<file path="config.mk">
export PLATFORM = sky130hd
export DESIGN_NAME = vendor_element_finder_core
export DESIGN_NICKNAME = d
export VERILOG_FILES = /design/src/design/vef_pkg.sv /design/src/design/vendor_element_finder_core.sv /design/src/design/vef_parser.sv
export SDC_FILE = /design/constraint.sdc
export NUM_CORES = 1
export LEC_CHECK = 0
export ABC_AREA = 1
export BUFFER_PORTS_ARGS = -buffer_cell sky130_fd_sc_hd__buf_4
export CORE_MARGIN = 5
export CORE_UTILIZATION = 55
export DETAILED_ROUTE_END_ITERATION = 10
export GPL_ROUTABILITY_DRIVEN = 0
export GPL_TIMING_DRIVEN = 0
export PLACE_DENSITY = 0.75
export SLEW_MARGIN = 25
export SYNTH_ARGS = -nofsm -noshare
export SYNTH_HDL_FRONTEND = slang
export SYNTH_SLANG_ARGS = --single-unit
</file>
<file path="constraint.sdc">
create_clock -name clk -period 3.6 [get_ports clk]
set_clock_uncertainty 0.2 [all_clocks]
set_input_delay 0.18 -clock clk [delete_from_list [all_inputs] [get_ports clk]]
set_output_delay 0.18 -clock clk [all_outputs]
set_load 0.05 [all_outputs]
</file>
<file path="src/design/vef_pkg.sv">
// Shared constants and types for the vendor element finder.
`timescale 1ns / 1ps
`default_nettype none

package vef_pkg;

    // Default frame geometry
    localparam int HEADER_SKIP_BYTES_DEF = 24;
    localparam int MAX_FRAME_BYTES_DEF   = 4095;

    // Beacon body constants
    localparam int         FIXED_BEACON_BYTES = 12;
    localparam logic [7:0] VENDOR_ID          = 8'hdd;
    localparam logic [7:0] OUI_BYTES          = 8'd4;
    localparam logic [31:0] OUI_RESET         = {8'h00, 8'h09, 8'hbf, 8'h00};

    // Output field widths
    localparam int OFFSET_W = 12;
    localparam int LENGTH_W = 8;
    localparam int RESULT_W = 1 + OFFSET_W + LENGTH_W + 1;
    localparam int RESULT_BYTES_W = ((RESULT_W + 7) / 8) * 8;

    // One frame verdict
    typedef struct packed {
        logic                found;
        logic [OFFSET_W-1:0] payload_offset;
        logic [LENGTH_W-1:0] payload_length;
        logic                frame_too_long;
    } vef_result_t;

endpackage : vef_pkg

`default_nettype wire

</file>
<file path="src/design/vendor_element_finder_core.sv">
// Top level of the vendor element finder: byte parser plus output register and skid stage.
//
//  channel   | direction | beat content
//  ----------+-----------+------------------------------------------------------------
//  s_axis    | in        | one frame byte in tdata, tlast on the final byte
//  m_axis    | out       | one verdict per frame: found, offset, length, too_long
//  cfg       | in        | write of the 32-bit OUI match register
//
// One byte is taken every cycle while the skid entry is empty; the parser state is updated in the same cycle.
// The verdict of a frame is formed from its last byte and registered in the output register, or in the skid entry.
// An output register plus one skid entry decouple the sides; s_axis stalls only
// while the skid entry is occupied.
// Reset clears the parser and the valid flags of both output stages, and loads the default OUI.
`timescale 1ns / 1ps
`default_nettype none

module vendor_element_finder_core #(
    parameter int HEADER_SKIP_BYTES = vef_pkg::HEADER_SKIP_BYTES_DEF,
    parameter int MAX_FRAME_BYTES   = vef_pkg::MAX_FRAME_BYTES_DEF
) (
    input  wire logic                                clk,
    input  wire logic                                rst_n,
    input  wire logic                                s_axis_tvalid,
    output logic                                     s_axis_tready,
    input  wire logic [7:0]                          s_axis_tdata,  // [7:0] data_byte
    input  wire logic                                s_axis_tlast,  // last_byte
    output logic                                     m_axis_tvalid,
    input  wire logic                                m_axis_tready,
    // [0] found, [12:1] payload_offset, [20:13] payload_length, [21] frame_too_long
    output logic [vef_pkg::RESULT_BYTES_W-1:0]       m_axis_tdata,
    input  wire logic                                cfg_wr_en,
    input  wire logic [31:0]                         cfg_wr_data
);

    logic                 beat_take;
    logic                 res_valid;
    vef_pkg::vef_result_t res;

    logic                 out_valid_reg;
    vef_pkg::vef_result_t out_reg;
    logic                 skid_valid_reg;
    vef_pkg::vef_result_t skid_reg;
    logic                 out_free;

    assign s_axis_tready = !skid_valid_reg;
    assign beat_take     = s_axis_tvalid && s_axis_tready;
    assign out_free      = !out_valid_reg || m_axis_tready;

    vef_parser #(
        .HEADER_SKIP_BYTES (HEADER_SKIP_BYTES),
        .MAX_FRAME_BYTES   (MAX_FRAME_BYTES)
    ) u_parser (
        .clk         (clk),
        .rst_n       (rst_n),
        .cfg_wr_en   (cfg_wr_en),
        .cfg_wr_data (cfg_wr_data),
        .beat_take   (beat_take),
        .beat_byte   (s_axis_tdata),
        .beat_last   (s_axis_tlast),
        .res_valid   (res_valid),
        .res         (res)
    );

    // Move verdicts through the output register and skid entry
    always_ff @(posedge clk or negedge rst_n)
    begin
        if (!rst_n)
        begin
            out_valid_reg  <= 1'b0;
            skid_valid_reg <= 1'b0;
        end
        else
        begin
            if (skid_valid_reg)
            begin
                if (m_axis_tready)
                    skid_valid_reg <= 1'b0;
            end
            else if (res_valid && !out_free)
            begin
                skid_valid_reg <= 1'b1;
            end

            if (out_free)
                out_valid_reg <= skid_valid_reg || res_valid;
        end
    end

    always_ff @(posedge clk)
    begin
        if (skid_valid_reg)
        begin
            if (m_axis_tready)
                out_reg <= skid_reg;
        end
        else if (res_valid)
        begin
            if (out_free)
                out_reg <= res;
            else
                skid_reg <= res;
        end
    end

    assign m_axis_tvalid = out_valid_reg;
    assign m_axis_tdata  = vef_pkg::RESULT_BYTES_W'({out_reg.frame_too_long,
                                                     out_reg.payload_length,
                                                     out_reg.payload_offset,
                                                     out_reg.found});

`ifndef NO_ASSERTIONS
    // Skid entry is only ever occupied behind a full output register
    assert property (@(posedge clk) disable iff (!rst_n)
        skid_valid_reg |-> out_valid_reg)
        else $error("skid entry valid while output register empty");

    // A verdict only appears after a last beat
    assert property (@(posedge clk) disable iff (!rst_n)
        (!out_valid_reg && !(beat_take && s_axis_tlast)) |=> !out_valid_reg)
        else $error("verdict without a last beat");

    // Offset and length are zero when no element was found
    assert property (@(posedge clk) disable iff (!rst_n)
        (out_valid_reg && !out_reg.found) |->
            (out_reg.payload_offset == '0 && out_reg.payload_length == '0))
        else $error("nonzero payload fields without a match");
`endif

endmodule : vendor_element_finder_core

`default_nettype wire

</file>
<file path="src/design/vef_parser.sv">
// Byte-wise beacon element walker with the OUI register and frame verdict logic.
`timescale 1ns / 1ps
`default_nettype none

module vef_parser #(
    parameter int HEADER_SKIP_BYTES = vef_pkg::HEADER_SKIP_BYTES_DEF,
    parameter int MAX_FRAME_BYTES   = vef_pkg::MAX_FRAME_BYTES_DEF
) (
    input  wire logic               clk,
    input  wire logic               rst_n,
    input  wire logic               cfg_wr_en,
    input  wire logic [31:0]        cfg_wr_data,
    input  wire logic               beat_take,
    input  wire logic [7:0]         beat_byte,
    input  wire logic               beat_last,
    output logic                    res_valid,
    output vef_pkg::vef_result_t    res
);

    localparam int POS_W = $clog2(MAX_FRAME_BYTES + 1);
    localparam int OFF_W = (POS_W + 1 > vef_pkg::OFFSET_W) ? POS_W + 1 : vef_pkg::OFFSET_W;
    localparam logic [POS_W-1:0] POS_MAX   = POS_W'(MAX_FRAME_BYTES);
    localparam logic [POS_W-1:0] SKIP_LAST =
        POS_W'(HEADER_SKIP_BYTES + vef_pkg::FIXED_BEACON_BYTES - 1);

    localparam logic [2:0] PH_SKIP = 3'd0;
    localparam logic [2:0] PH_ID   = 3'd1;
    localparam logic [2:0] PH_LEN  = 3'd2;
    localparam logic [2:0] PH_BODY = 3'd3;
    localparam logic [2:0] PH_STOP = 3'd4;

    logic [31:0]                   oui_reg;
    logic [POS_W-1:0]              pos_reg, pos_next;
    logic [2:0]                    phase_reg, phase_next;
    logic                          vendor_reg, vendor_next;
    logic [7:0]                    elen_reg, elen_next;
    logic [7:0]                    left_reg, left_next;
    logic                          oui_ok_reg, oui_ok_next;
    logic                          done_reg, done_next;
    logic [vef_pkg::OFFSET_W-1:0]  moff_reg, moff_next;
    logic [vef_pkg::LENGTH_W-1:0]  mlen_reg, mlen_next;
    logic                          ovf_reg, ovf_next;

    logic [7:0]       body_idx;
    logic [7:0]       want_byte;
    logic [7:0]       left_dec;
    logic [OFF_W-1:0] off_sum;

    // Pick the expected OUI byte for the current body index
    assign body_idx = elen_reg - left_reg;
    assign left_dec = left_reg - 8'd1;
    assign off_sum  = OFF_W'(pos_reg) + OFF_W'(5);

    always_comb
    begin
        case (body_idx[1:0])
            2'd0:    want_byte = oui_reg[31:24];
            2'd1:    want_byte = oui_reg[23:16];
            2'd2:    want_byte = oui_reg[15:8];
            default: want_byte = oui_reg[7:0];
        endcase
    end

    // Advance the walker by one byte, or flag overflow once the frame size limit is reached
    always_comb
    begin
        pos_next    = pos_reg;
        phase_next  = phase_reg;
        vendor_next = vendor_reg;
        elen_next   = elen_reg;
        left_next   = left_reg;
        oui_ok_next = oui_ok_reg;
        done_next   = done_reg;
        moff_next   = moff_reg;
        mlen_next   = mlen_reg;
        ovf_next    = ovf_reg;

        if (pos_reg == POS_MAX)
        begin
            ovf_next = 1'b1;
        end
        else
        begin
            pos_next = pos_reg + POS_W'(1);
            unique case (phase_reg)
                PH_SKIP:
                begin
                    if (pos_reg >= SKIP_LAST)
                        phase_next = PH_ID;
                end
                PH_ID:
                begin
                    vendor_next = (beat_byte == vef_pkg::VENDOR_ID);
                    phase_next  = PH_LEN;
                end
                PH_LEN:
                begin
                    elen_next   = beat_byte;
                    left_next   = beat_byte;
                    vendor_next = vendor_reg && (beat_byte >= vef_pkg::OUI_BYTES);
                    oui_ok_next = 1'b1;
                    if (vendor_reg && (beat_byte >= vef_pkg::OUI_BYTES))
                    begin
                        moff_next = off_sum[vef_pkg::OFFSET_W-1:0];
                        mlen_next = beat_byte - vef_pkg::OUI_BYTES;
                    end
                    phase_next = (beat_byte == 8'd0) ? PH_ID : PH_BODY;
                end
                PH_BODY:
                begin
                    if (vendor_reg && (body_idx[7:2] == 6'd0) && (beat_byte != want_byte))
                        oui_ok_next = 1'b0;
                    left_next = left_dec;
                    if (left_dec == 8'd0)
                    begin
                        if (vendor_reg && oui_ok_next)
                        begin
                            done_next  = 1'b1;
                            phase_next = PH_STOP;
                        end
                        else
                        begin
                            phase_next = PH_ID;
                        end
                    end
                end
                PH_STOP:
                begin
                    phase_next = PH_STOP;
                end
                default:
                begin
                    phase_next = PH_STOP;
                end
            endcase
        end
    end

    // Form the verdict from the updated state on the last beat
    assign res_valid              = beat_take && beat_last;
    assign res.found              = done_next;
    assign res.payload_offset     = done_next ? moff_next : '0;
    assign res.payload_length     = done_next ? mlen_next : '0;
    assign res.frame_too_long     = ovf_next;

    // Hold the OUI register
    always_ff @(posedge clk or negedge rst_n)
    begin
        if (!rst_n)
            oui_reg <= vef_pkg::OUI_RESET;
        else if (cfg_wr_en)
            oui_reg <= cfg_wr_data;
    end

    // Update walker state; clear it after the last beat
    always_ff @(posedge clk or negedge rst_n)
    begin
        if (!rst_n)
        begin
            pos_reg    <= '0;
            phase_reg  <= PH_SKIP;
            vendor_reg <= 1'b0;
            elen_reg   <= '0;
            left_reg   <= '0;
            oui_ok_reg <= 1'b0;
            done_reg   <= 1'b0;
            moff_reg   <= '0;
            mlen_reg   <= '0;
            ovf_reg    <= 1'b0;
        end
        else if (beat_take)
        begin
            if (beat_last)
            begin
                pos_reg    <= '0;
                phase_reg  <= PH_SKIP;
                vendor_reg <= 1'b0;
                elen_reg   <= '0;
                left_reg   <= '0;
                oui_ok_reg <= 1'b0;
                done_reg   <= 1'b0;
                moff_reg   <= '0;
                mlen_reg   <= '0;
                ovf_reg    <= 1'b0;
            end
            else
            begin
                pos_reg    <= pos_next;
                phase_reg  <= phase_next;
                vendor_reg <= vendor_next;
                elen_reg   <= elen_next;
                left_reg   <= left_next;
                oui_ok_reg <= oui_ok_next;
                done_reg   <= done_next;
                moff_reg   <= moff_next;
                mlen_reg   <= mlen_next;
                ovf_reg    <= ovf_next;
            end
        end
    end

endmodule : vef_parser

`default_nettype wire

</file>
Word-level counts from Yosys, hierarchy flattened

Cells that the tools add are included.

Bits in registers: 133
Bits of input ports: 46
Output and inout bits: 26
Word-level logic and storage cells: 120

Add/sub/neg operators: 5
$lt $le $gt $ge: 2
Equality and inequality tests: 12
Mux-type cells: 49
Bitwise gates (word level): 2
Reductions and logical operators: 29

Operators with widths:

| cell                  | number |
|---|---|
| $mux 22               | 4 |
| $mux 12               | 7 |
| $mux 8                | 10 |
| $pmux 8 s3            | 1 |
| $mux 1                | 17 |
| $logic_not 8->1       | 2 |
| $pmux 8 s2            | 1 |
| $mux 3                | 5 |
| $reduce_and 3->1      | 5 |
| $add 12x1->12 const B | 1 |
| $add 12x3->12 const B | 1 |
| $eq 12x12->1 const B  | 1 |
| $ge 12x6->1 const B   | 1 |
| $pmux 3 s4            | 1 |
| $eq 8x8->1 const B    | 1 |
| $ge 8x3->1 const B    | 1 |
| $ne 8x8->1            | 1 |
| $sub 8x1->8 const B   | 1 |
| $sub 8x3->8 const B   | 1 |
| $sub 8x8->8           | 1 |
| $logic_and 1x1->1     | 7 |
| $eq 3x2->1 const B    | 2 |
| $logic_not 6->1       | 1 |
| $ne 3x2->1 const B    | 2 |
| other kinds (15)      | 24 |

Logic depth before layout (Yosys ltp)

Gate-level depths: netlist of the first run.

Depth in word-level cells: 17
Gate-level depth with buffers: 21
Gate-level depth less buffers: 19

Modules after synthesis

A second synthesis of the first run with hierarchy kept.

Cell total of the unflattened synthesis: 807
Area total of the unflattened synthesis: 7060.5 um2

By module, submodules not included:

| module                     | times used | cells each | area each (um2) | seq. area each (um2) |
|---|---|---|---|---|
| vef_parser                 | 1          | 670        | 5265.0          | 2188.3 |
| vendor_element_finder_core | 1          | 137        | 1795.5          | 1371.3 |

Least setup slack after synthesis of the first run

No wires, ideal clock.

Path type: register to register
Start point: reg u_parser.left_reg[0]
End point: reg out_reg (netlist bit m_axis_tdata[10]) (data pin)
Library setup time: 134 ps
Data arrival time: 2537 ps
Data required time: 3266 ps
Slack: 729 ps
Cell stages (with the launch flop): 20
Buffers on the path: 3
Period minus slack after synthesis: 2871 ps
Cell sequence: dfrtp_1 > ha_1 > fa_1 > buf_4 > inv_2 > buf_6 > nand3_1 > nand2_1 > nor2_1 > nand3_1 > nand2_1 > nand2_1 > nor2_1 > nand2_1 > nand2_1 > nand4_2 > o21bai_4 > buf_4 > nand3_1 > nand2_1

RTL lines:

| item                   | line                             | text |
|---|---|---|
| from (decl)            | vef_parser.sv:37                 | `logic [7:0] left_reg, left_next;` |
| from (signal assigned) | vef_parser.sv:192                | `left_reg <= left_next;` |
| to (signal assigned)   | vendor_element_finder_core.sv:94 | `out_reg <= skid_reg;` |
| to (signal assigned)   | vendor_element_finder_core.sv:99 | `out_reg <= res;` |
| to (decl)              | vendor_element_finder_core.sv:40 | `vef_pkg::vef_result_t out_reg;` |

==> results of run 1 <==
## metrics by stage
stage                     hold slack (ns)  utilization (%)  instances
after floorplan                    -0.316                -        845
after global placement              0.185             62.2       1085
after detailed placement           0.0975             62.4       1087
after CTS                          0.0159             70.4       1159
after global routing               0.0463             70.4       1159
final                              0.0491             70.4       1159
## per-layer routing
metal | global-route usage (%) | part of all wire, %
met3 | 6.13 | 6.8
met5 | 0 | 0
met1 | 29.7 | 41
met4 | 10.7 | 3.0
met2 | 39.8 | 49
## layout make-up
class                      count  area, µm²  share of cell area (%)
timing repair buffer         110        937                    10.5
buffer                        32        176                    1.98
multi-input combinational    558       2970                    33.3
clock buffer                  19        433                    4.86
clock inverter                13        170                    1.91
inverter                     122        458                    5.14
tap                          172        215                    2.41
sequential                   133       3560                    39.9
## path summary, 6_finish.rpt
path | to | slack, ns | from | depth (start not counted)
worst max-delay path | m_axis_tdata[12] | 0.22 | u_parser.left_reg[0] | 19
worst min-delay path | u_parser.vendor_reg | 0.05 | s_axis_tlast | 4
worst max register to register | m_axis_tdata[12] | 0.22 | u_parser.left_reg[0] | 19
worst min register to register | u_parser.moff_reg[2] | 0.29 | u_parser.moff_reg[2] | 2
max in group asynchronous | m_axis_tvalid | 2.42 | rst_n | 2
min in group asynchronous | u_parser.moff_reg[7] | 0.19 | rst_n | 2
## logic make-up after synthesis
family / count (synthesis) / synth area share (%)
xor+xnor: 18 / 2.20
mux: 22 / 3.46
compound gates: 124 / 10.1
buf+inv: 154 / 8.87
flops: 133 / 49.8
other cells: 1 / 0.0524
simple gates: 377 / 22.8
fa+ha+maj: 15 / 2.73
## power groups by stage
stage	combinational [mW]	clock, mW	sequential [mW]
after floorplan	1.14	0	1.89
after global placement	1.58	0	1.83
after detailed placement	1.61	0	1.83
after CTS	1.66	1.79	1.80
after global routing	1.90	1.86	1.82
final	1.69	1.77	1.81
## placed cells by master (no fill, tap or decap), drive strengths merged, types with 7 or more instances in the layout
master and count:
a21oi 16, buf 86, clkbuf 35, dfrtp 80, dfstp 9, dlygate4sd3 40, edfxtp 44, ha 14
inv 124, mux2 22, nand2 211, nand3 66, nand4 7, nor2 79, o21ai 67, o22ai 19
xor2 15
## critical path, delay by kind of cell, from the launching register on
kind,cells,cell delay [ns]
flops,1,0.40
buf+inv,4,0.62
compound gates,1,0.23
simple gates,12,1.04
fa+ha+maj,2,0.74
==> results.md, run 1 <==
- Yosys warnings: 0
- Period minus WS final: 3.38 ns
- Reg clk slew, reported paths: 0.06 ns
- Top cells by count, synth: 210 x nand2_1, 115 x inv_1, 80 x dfrtp_1
- Antenna violations before repair: 0
- Total CTS buffers: 17
- MaxCap Viol Count: 0
- Clock Path Buffers: 2
- Rel. slew slack: 33.8%
- CTS tree: built
- Die area: 0.0154 mm²
- 1st-pass router iterations: 7
- Critical path capture point type: flip-flop
- Finished Cell Area: 0.00892 mm²
- Startpoint Class: flip-flop
- Tot Pwr: 5.27 mW
- Slew Limit Fails: 0
- Post-Syn Instances: 844
- Cell Area, Placed: 0.00791 mm²
- Slowest CP cell: fa_1
- Final worst-path cycle share: 93.9%
- Maximum number of pins on one net before global-route repair: 90
- Total gr overflow: 0
- Synthesized area: 0.00715 mm²
- Nets: 1,035
- EDFF count, synth: 44
- CP most frequent cell: nand2_1
- Finish-stage setup viols: 0
- CP Class: flip-flop to flip-flop
- Die Height: 124 µm
- Vias: 6,143
- Worst slew pin tran: 0.985 ns
- DRC viols: 0
- Area growth from synthesis to layout: 24.7%
- Synth top area cells: dfrtp_1 28%, edfxtp_1 18%, nand2_1 11%
- F_max: 296 MHz
- Critical path data required time: 3.69 ns
- Reg power frac: 34.3%
- Routed Antenna Nets: 0
- Internal power: 3.42 mW
- Final hold violation count: 0
- Sink Count: 133
- Antenna cell count: 0
- Via density: 5.30
- Clk root buf: clkbuf_16
- Sw frac: 35.0%
- Setup bufs post-CTS: 0
- Critical path peak fanout: 10
- GRT Util Overall: 24.0%
- Synth Register Bits: 133
- Worst-path cell chain: ha_1 > fa_1 > buf_4 > inv_2 > buf_6 > nand3_1 > nand2_1 > nor2_1 > nand3_1 > nand2_1 > nand3_1 > nor2_1 > nand2_1 > nand2_1 > nand4_2 > o21bai_4 > buf_4 > nand3_1 > nand2_1
- Cts hold-fix bufs: 40
- Wirelength, routed: 17.3 mm
- Most common cell in the netlist: nand2_1
- IO Port Bufs: 68
- Post-synth top area share: 28.0%
- Global-route wire length before repair: 28.5 mm
- Comb pwr share: 32.0%
- Leakage power: 4.11 nW
- PD cells: 591 mW/mm²
- Number of global-route vias before repair: 6,019
- Fin worst setup slack: 0.219 ns
- CTS H-tree depth: 4
- Unrepaired setup endpoints after global routing: no
- Crit path DAT: 3.47 ns
- Post-CTS Resized: 0
- Fillers: 959
- Hold crit path type: primary input to flip-flop
- DP HPWL: 12.1 mm
- Synth Flop Type: dfrtp_1
- Share of layout cells above drive strength 1: 18.3%
- Core area: 0.0127 mm²
- Register area share after synthesis: 49.8%
- Max FFs per register: 32
- Skew-Pair Late Insertion Delay: 0.43 ns
- Avg WL per Cell: 14.9 µm
- Initial Util: 56.4%
- Worst IR drop on VDD: 474 µV
- Switch Pwr: 1.85 mW
- Die W: 124 µm
- Cell variety after synth: 44
- Clock share of power: 33.6%
- Io pins: 72
- Crit-path max cell delay: 0.50 ns
- Syn_area_per_cell: 8.47 µm²
- Rows: 41
- Post-synth top area cell: dfrtp_1
- Pre-CTS setup slack: 0.274 ns
- Status: finished clean
- Asr flop ratio synth: 66.9%
- TNS Setup: 0 ns
- DR iter-0 viols: 555
Note: power is estimated with default switching activity, not from simulation.
==> run 2, diff against run 1 <==
--- a/config.mk
+++ b/config.mk
@@ -9,9 +9,11 @@
 export BUFFER_PORTS_ARGS = -buffer_cell sky130_fd_sc_hd__buf_4
 export CORE_MARGIN = 5
 export CORE_UTILIZATION = 55
+export CTS_BUF_LIST = sky130_fd_sc_hd__clkbuf_8
 export DETAILED_ROUTE_END_ITERATION = 10
 export GPL_ROUTABILITY_DRIVEN = 0
 export GPL_TIMING_DRIVEN = 0
+export MAX_ROUTING_LAYER = met4
 export PLACE_DENSITY = 0.75
 export SLEW_MARGIN = 25
 export SYNTH_ARGS = -nofsm -noshare
==> results.md, run 2 (synthesis gave the netlist of run 1 again) <==
- Unrepaired setup endpoints after global routing: no
- Critical path data required time: 3.72 ns
- Worst slew pin tran: 0.986 ns
- Avg WL per Cell: 14.5 µm
- Die W: 124 µm
- PD cells: 546 mW/mm²
- Vias: 6,104
- Rows: 41
- IO Port Bufs: 68
- DP HPWL: 12.1 mm
- Total gr overflow: 0
- MaxCap Viol Count: 0
- Core area: 0.0127 mm²
- TNS Setup: 0 ns
- Hold path depth: 3
- Crit-path max cell delay: 0.50 ns
- F_max: 294 MHz
- Nets: 1,040
- Skew-Pair Late Insertion Delay: 0.46 ns
- Most frequent cells in the layout: 210 x nand2_1, 117 x inv_1, 80 x dfrtp_1
- 1st-pass router iterations: 6
- Wirelength, routed: 16.9 mm
- Sink Count: 133
- Io pins: 72
- Area growth from synthesis to layout: 22.7%
- Slew Limit Fails: 0
- Critical path peak fanout: 10
- Die area: 0.0154 mm²
- R2R depth: 19
- Max FFs per register: 32
- Number of global-route vias before repair: 5,953
- Delay-heaviest family, CP: simple AND/OR/NAND/NOR gates
- Fin worst setup slack: 0.198 ns
- Final worst-path cycle share: 94.5%
- Routed Antenna Nets: 0
- Post-Place Cells: 1,087
- Worst IR drop on VDD: 429 µV
- Antenna violations before repair: 0
- Reg clk slew, reported paths: 0.08 ns
- R2r endpoint: m_axis_tdata[11]
- Cell Area, Placed: 0.00791 mm²
- Clk root buf: clkbuf_8
- CTS H-tree depth: 4
- Commonest non-fill, non-tap cell in the layout: nand2_1
- Startpoint Class: flip-flop
- Global-route wire length before repair: 27.9 mm
- Hold slack: 0.0482 ns
- Maximum number of pins on one net before global-route repair: 90
- Antenna cell count: 0
- Period minus WS final: 3.40 ns
- CP Class: flip-flop to flip-flop
- Rel. slew slack: 33.7%
- Fin cells: 1,164
- Pre-CTS setup slack: 0.274 ns
- Total CTS buffers: 17
- Finish-stage setup viols: 0
- Fillers: 1,001
- Share of layout cells above drive strength 1: 18.2%
- GRT Util Overall: 24.3%
- CTS tree: built
- Hold crit path type: primary input to flip-flop
- Hold_sp: s_axis_tdata[0]
- Core Util, Final: 69.3%
- Slowest CP cell: fa_1
- Flop2flop setup slack: 0.20 ns
- Finished Cell Area: 0.00877 mm²
- DRC viols: 0
- DR iter-0 viols: 481
- Reg2reg start: u_parser.left_reg[0]
- Critical path capture point type: flip-flop
- Clock Path Buffers: 2
- Worst path bufs/invs: 4
- Via density: 5.24
- Tot Pwr: 4.79 mW
- Worst-path cell chain: ha_1 > fa_1 > buf_4 > inv_2 > buf_6 > nand3_1 > nand2_1 > nor2_1 > nand3_1 > nand2_1 > nand2_1 > nor2_1 > nand2_1 > nand2_1 > nand4_2 > o21bai_4 > buf_4 > nand3_1 > nand2_1
- Crit path DAT: 3.52 ns
- Status: finished clean
- Die Height: 124 µm
- Initial Util: 56.4%
- Leakage power: 4.05 nW
- Final hold violation count: 0
- Worst Hold Path EP: u_parser.mlen_reg[0]
- CP most frequent cell: nand2_1
==> run 2: layout make-up <==
type | count | area, µm² | share of cell area, %
Multi-Input combinational cell | 558 | 2970 | 33.8
Sequential cell | 133 | 3560 | 40.6
Buffer | 32 | 176 | 2.01
Clock buffer | 17 | 234 | 2.67
Tap cell | 172 | 215 | 2.45
Inverter | 122 | 458 | 5.22
Clock inverter | 15 | 178 | 2.02
Timing Repair Buffer | 115 | 987 | 11.3
==> run 2: worst max path at each step <==
stage,from,end,cells past startpoint
2_1_floorplan,u_parser.left_reg[0],m_axis_tdata[10],19
3_3_place_gp,skid_valid_reg,skid_reg[14],7
3_5_place_dp,u_parser.left_reg[0],m_axis_tdata[12],19
4_1_cts,u_parser.left_reg[0],m_axis_tdata[11],19
5_1_grt,u_parser.left_reg[0],m_axis_tdata[11],19
6_report,u_parser.left_reg[0],m_axis_tdata[11],19
==> run 2: repair_timing <==
item / 4_1_cts / 5_1_grt
hold buffers: 45 / 0
buffers inserted: 0 / 0
endpoints found under the hold margin: 127 / 0
resized for setup: 0 / 0
==> run 2: metal layers <==
metal	global-route usage [%]	wire length, µm	up-vias
met5	-	0	-
met3	4.81	958	39
li1	-	-	3046
met2	39.4	8200	203
met1	29.5	7280	2816
met4	10.7	486	0
==> run 2: report_power, final <==
part	internal [mW]	switching (mW)	leakage [nW]
Sequential	1.71	0.0923	1.56
Combinational	0.615	1.07	2.29
Clock	0.689	0.614	0.206
==> run 2: worst min-delay path: stages <==
cell and delay, ns:
buf_4 0.11, o21ai_0 0.18, o22ai_1 0.17
